**config.mk**
```make
export PLATFORM = sky130hd
export DESIGN_NAME = mpd_dist_sq
export DESIGN_NICKNAME = d
export VERILOG_FILES = /design/src/rtl/mpd_pkg.sv /design/src/rtl/mpd_dist_sq.sv
export SDC_FILE = /design/constraint.sdc
export NUM_CORES = 2
export LEC_CHECK = 0
export ABC_AREA = 0
export BUFFER_PORTS_ARGS = -buffer_cell sky130_fd_sc_hd__clkbuf_2
export CAP_MARGIN = 25
export CORE_ASPECT_RATIO = 0.9
export CORE_MARGIN = 5
export CORE_UTILIZATION = 67
export DETAILED_ROUTE_END_ITERATION = 12
export PLACE_DENSITY = 0.85
export SLEW_MARGIN = 0
export SYNTH_ARGS = -nofsm -noshare
export SYNTH_HDL_FRONTEND = slang
export SYNTH_SLANG_ARGS = --single-unit
```
**constraint.sdc**
```tcl
create_clock -name vclk -period 24
set_clock_uncertainty 0.05 [all_clocks]
set_input_delay 4.8 -clock vclk [all_inputs]
set_output_delay 4.8 -clock vclk [all_outputs]
set_load 0.05 [all_outputs]
```
**src/rtl/mpd_pkg.sv**
```systemverilog
// ---------------------------------------------------------------------------
// mpd_pkg
// Shared types and constants for the motion progress detector.
// ---------------------------------------------------------------------------
package mpd_pkg;

   localparam int COORD_BITS = 24;
   localparam int TIME_BITS  = 63;
   localparam int FRAME_BITS = 16;
   localparam int EPOCH_BITS = 32;
   localparam int COUNT_BITS = 8;
   localparam int DIFF_BITS  = COORD_BITS + 1;
   localparam int DIST_BITS  = 2 * DIFF_BITS + 1;
   localparam int THR_BITS   = 16;
   localparam int SQ_BITS    = 2 * THR_BITS;
   localparam int CSR_IDX_BITS = 3;
   localparam int CSR_DATA_BITS = TIME_BITS;

   localparam logic OP_POSE  = 1'b0;
   localparam logic OP_CLEAR = 1'b1;

   localparam logic [CSR_IDX_BITS-1:0] CSR_MAX_GAP     = 3'd0;
   localparam logic [CSR_IDX_BITS-1:0] CSR_MAX_STALL   = 3'd1;
   localparam logic [CSR_IDX_BITS-1:0] CSR_HOLD        = 3'd2;
   localparam logic [CSR_IDX_BITS-1:0] CSR_MIN_STEP    = 3'd3;
   localparam logic [CSR_IDX_BITS-1:0] CSR_MIN_TRAVEL  = 3'd4;
   localparam logic [CSR_IDX_BITS-1:0] CSR_MIN_SAMPLES = 3'd5;

   localparam logic [TIME_BITS-1:0]  RST_MAX_GAP     = 63'd500000000;
   localparam logic [TIME_BITS-1:0]  RST_MAX_STALL   = 63'd1000000000;
   localparam logic [TIME_BITS-1:0]  RST_HOLD        = 63'd2000000000;
   localparam logic [SQ_BITS-1:0]    RST_STEP_SQ     = 32'd100;
   localparam logic [SQ_BITS-1:0]    RST_TRAVEL_SQ   = 32'd4000000;
   localparam logic [COUNT_BITS-1:0] RST_MIN_SAMPLES = 8'd3;

   typedef struct packed {
      logic                          operation;
      logic                          tracking_enabled;
      logic signed [COORD_BITS-1:0]  x_pos;
      logic signed [COORD_BITS-1:0]  y_pos;
      logic                          is_waiting;
      logic [TIME_BITS-1:0]          sample_time;
      logic [FRAME_BITS-1:0]         frame_tag;
   } req_type;

   typedef struct packed {
      logic [EPOCH_BITS-1:0] epoch_count;
      logic                  epoch_advanced;
      logic                  tracker_restarted;
      logic                  waiting_flag;
   } rsp_type;

endpackage

```
**src/rtl/mpd_dist_sq.sv**
```systemverilog
// ---------------------------------------------------------------------------
// mpd_dist_sq
// Exact squared Euclidean distance between two signed grid points.
// ---------------------------------------------------------------------------
module mpd_dist_sq (
   input  logic signed [mpd_pkg::COORD_BITS-1:0] a_x,
   input  logic signed [mpd_pkg::COORD_BITS-1:0] a_y,
   input  logic signed [mpd_pkg::COORD_BITS-1:0] b_x,
   input  logic signed [mpd_pkg::COORD_BITS-1:0] b_y,
   output logic [mpd_pkg::DIST_BITS-1:0]         dist_sq
);

   logic signed [mpd_pkg::DIFF_BITS-1:0]   dx;
   logic signed [mpd_pkg::DIFF_BITS-1:0]   dy;
   logic [mpd_pkg::DIFF_BITS-1:0]          mag_x;
   logic [mpd_pkg::DIFF_BITS-1:0]          mag_y;
   logic [2*mpd_pkg::DIFF_BITS-1:0]        sq_x;
   logic [2*mpd_pkg::DIFF_BITS-1:0]        sq_y;

   assign dx = {a_x[mpd_pkg::COORD_BITS-1], a_x} - {b_x[mpd_pkg::COORD_BITS-1], b_x};
   assign dy = {a_y[mpd_pkg::COORD_BITS-1], a_y} - {b_y[mpd_pkg::COORD_BITS-1], b_y};

   assign mag_x = dx[mpd_pkg::DIFF_BITS-1] ? -dx : dx;
   assign mag_y = dy[mpd_pkg::DIFF_BITS-1] ? -dy : dy;

   assign sq_x = mag_x * mag_x;
   assign sq_y = mag_y * mag_y;

   assign dist_sq = {1'b0, sq_x} + {1'b0, sq_y};

endmodule

```
==> summary.txt <==
Floorplanning
  – Die H: 241 um
  – DIE WIDTH: 266 um
  – Total die area: 0.0641 mm2
  – Core region area: 0.0584 mm2
  – Core Rows: 84
  – Initial Util: 0.677
  – Io pins: 147

CTS
  – Hold-fix buffers at CTS: 0
  – Post_cts resized: 0
  – Setup bufs post-CTS: 0

Global routing
  – Largest net degree at the start of global routing: 31
  – First-pass GRT wire length: 169 mm
  – Tot GR Track Use: 0.337
  – GR Overflow Total: 0
  – Vias in the first global route: 33.9k
  – Initial antenna violation count: 1

Worst setup path
  – Slowest stage delay, CP: 0.85 ns
  – Critical Path RT: 19.15 ns
  – Startpoint types: input pin
  – Setup Crit Path Kind: in -> out
  – Critical Path End Type: output pin
  – Crit path DAT: 18.03 ns
  – Critical-path top delay cell: clkinv_1
  – Most used cell, CP: fa_1
  – Critical path peak fanout: 17

Routing
  – Via density: 5.73
  – DRC: 0
  – Drt pass-1 iters: 6
  – Post-DRT Antenna Nets: 0
  – Number of DRC markers in iteration 0: 2563
  – Vias post-DR: 30.2k
  – WL per Instance: 19.8 um
  – Wirelength, routed: 105 mm

Place
  – HPWL after detailed placement: 91.0 mm
  – Pre-CTS worst setup slack: 1.49 ns
  – Post-DP Area: 0.0414 mm2
  – IO buf count: 147
  – Final RePlAce weighted congestion: 1.00

Hold path
  – Hold Path Class: in -> out
  – Hold path cells: 5

Finish
  – Synthesis-to-layout area growth: 4.61%
  – Fillcell total: 4383
  – Seq cells: 0
  – # clk buffers: 0
  – Storage cell area: 0 um2
  – Diodes inserted: 0
  – Layout cell share with drive strength beyond 1: 0.0587
  – Final Cell Area: 0.0414 mm2
  – NumNets Final: 6051

Timing
  – Setup-failing EPs final: 0
  – Final Hold Vio Count: 0
  – Worst Setup Slack, final: 1.12 ns
  – Slew Limit Headroom: 0.284
  – Max Clock Freq: 43.7 MHz
  – Max Transition Viols Final: 0
  – Least-Margin Pin Slew: 1.07 ns
  – Tcrit/Tclk final: 0.953
  – Post-route minimum period: 22.88 ns
  – RSZ-0062 raised after global routing: false
  – TNS Setup: 0 ns

Synth
  – Sequential area share after synthesis: 0
  – Synthesized area: 0.0396 mm2
  – Synth warnings: 0
  – Post-synth top cells: 1338 x inv_1, 1039 x fa_1, 416 x ha_1, 365 x nand2_1, 348 x nor2_1
  – Area share of the largest cell type after synthesis: 0.525
  – Most common cell in the netlist: inv_1
  – Synth cell types: 89
  – Leading area contributor after synthesis: fa_1
  – Post-Synthesis Cells: 4374
  – Syn avg cell area: 9.05 um2
  – Synth top area cells: fa_1 53%, ha_1 13%, inv_1 13%

Status
  – Status: completed

Job
  – Max-capacitance violation count: 0
## metal layers
layer  wire length, um  track usage  up-vias
met4              8270        0.204        4
met1             34300        0.401    14900
met3             10400       0.0632      530
met5                70      0.00584        -
li1                  -            -    13100
met2             51500        0.575     1621
## layout make-up
class / instances / area (um2) / area share
inverters: 1355 / 5090 / 0.123
repair buffers: 205 / 1170 / 0.0283
well taps: 774 / 968 / 0.0234
multi-input cells: 2938 / 34200 / 0.826
## metrics by stage
step                      utilization  instances  hold slack [ns]
final                           0.709       5272            10.77
after global routing            0.709       5272            10.87
after CTS                       0.708       5270            10.77
after detailed placement        0.708       5270            10.76
after global placement          0.708       5270            10.79
after floorplan                     -       4410            10.41
## path summary, 6_finish.rpt
check	slack, ns	from	end
worst min-delay path	10.77	b_x[0]	dist_sq[2]
worst max-delay path	1.12	a_x[0]	dist_sq[50]
## critical path: cells and delay by family
family / cells / cell delay, ns
fa+ha+maj: 12 / 5.51
xor+xnor: 4 / 1.29
compound gates: 7 / 1.77
buf+inv: 12 / 1.76
simple gates: 10 / 2.88
## kinds of logic (layout without fill, tap and decap cells)
family / Yosys count / in the layout / share of synthesized area
buffers and inverters: 1472 / 1560 / 0.141
multiplexers: 12 / 12 / 0.00313
other: 2 / 38 / 0.000190
adder cells (fa/ha/maj): 1455 / 1455 / 0.657
XOR/XNOR: 144 / 144 / 0.0333
AND/OR/NAND/NOR: 939 / 939 / 0.104
AO/OA/AOI/OAI: 350 / 350 / 0.0621
## cells in the final DEF, fill, tap and decap left out, drive strengths merged, types with 6 or more instances in the layout
cell and n:
o21a 18, buf 58, a211o 8, ha 416, a21oi 92, and3 25
conb 38, a31oi 19, and4 6, or3 16, nand3 42, nand2 369
a31o 6, o31ai 14, clkbuf 147, nor4 13, a211oi 13, nor2b 15
a2111oi 6, o21ai 47, clkinv 9, xnor2 93, o31a 8, nor3 29
xor2 51, and2 21, nor2 348, nand2b 15, or2 6, fa 1039
mux2i 9, nand4 19, a221o 6, o21bai 16, o211ai 6, inv 1346
a21o 48
Power is not shown: default switching activity piles up to over one toggle a cycle in this logic, so the estimate is an artifact.
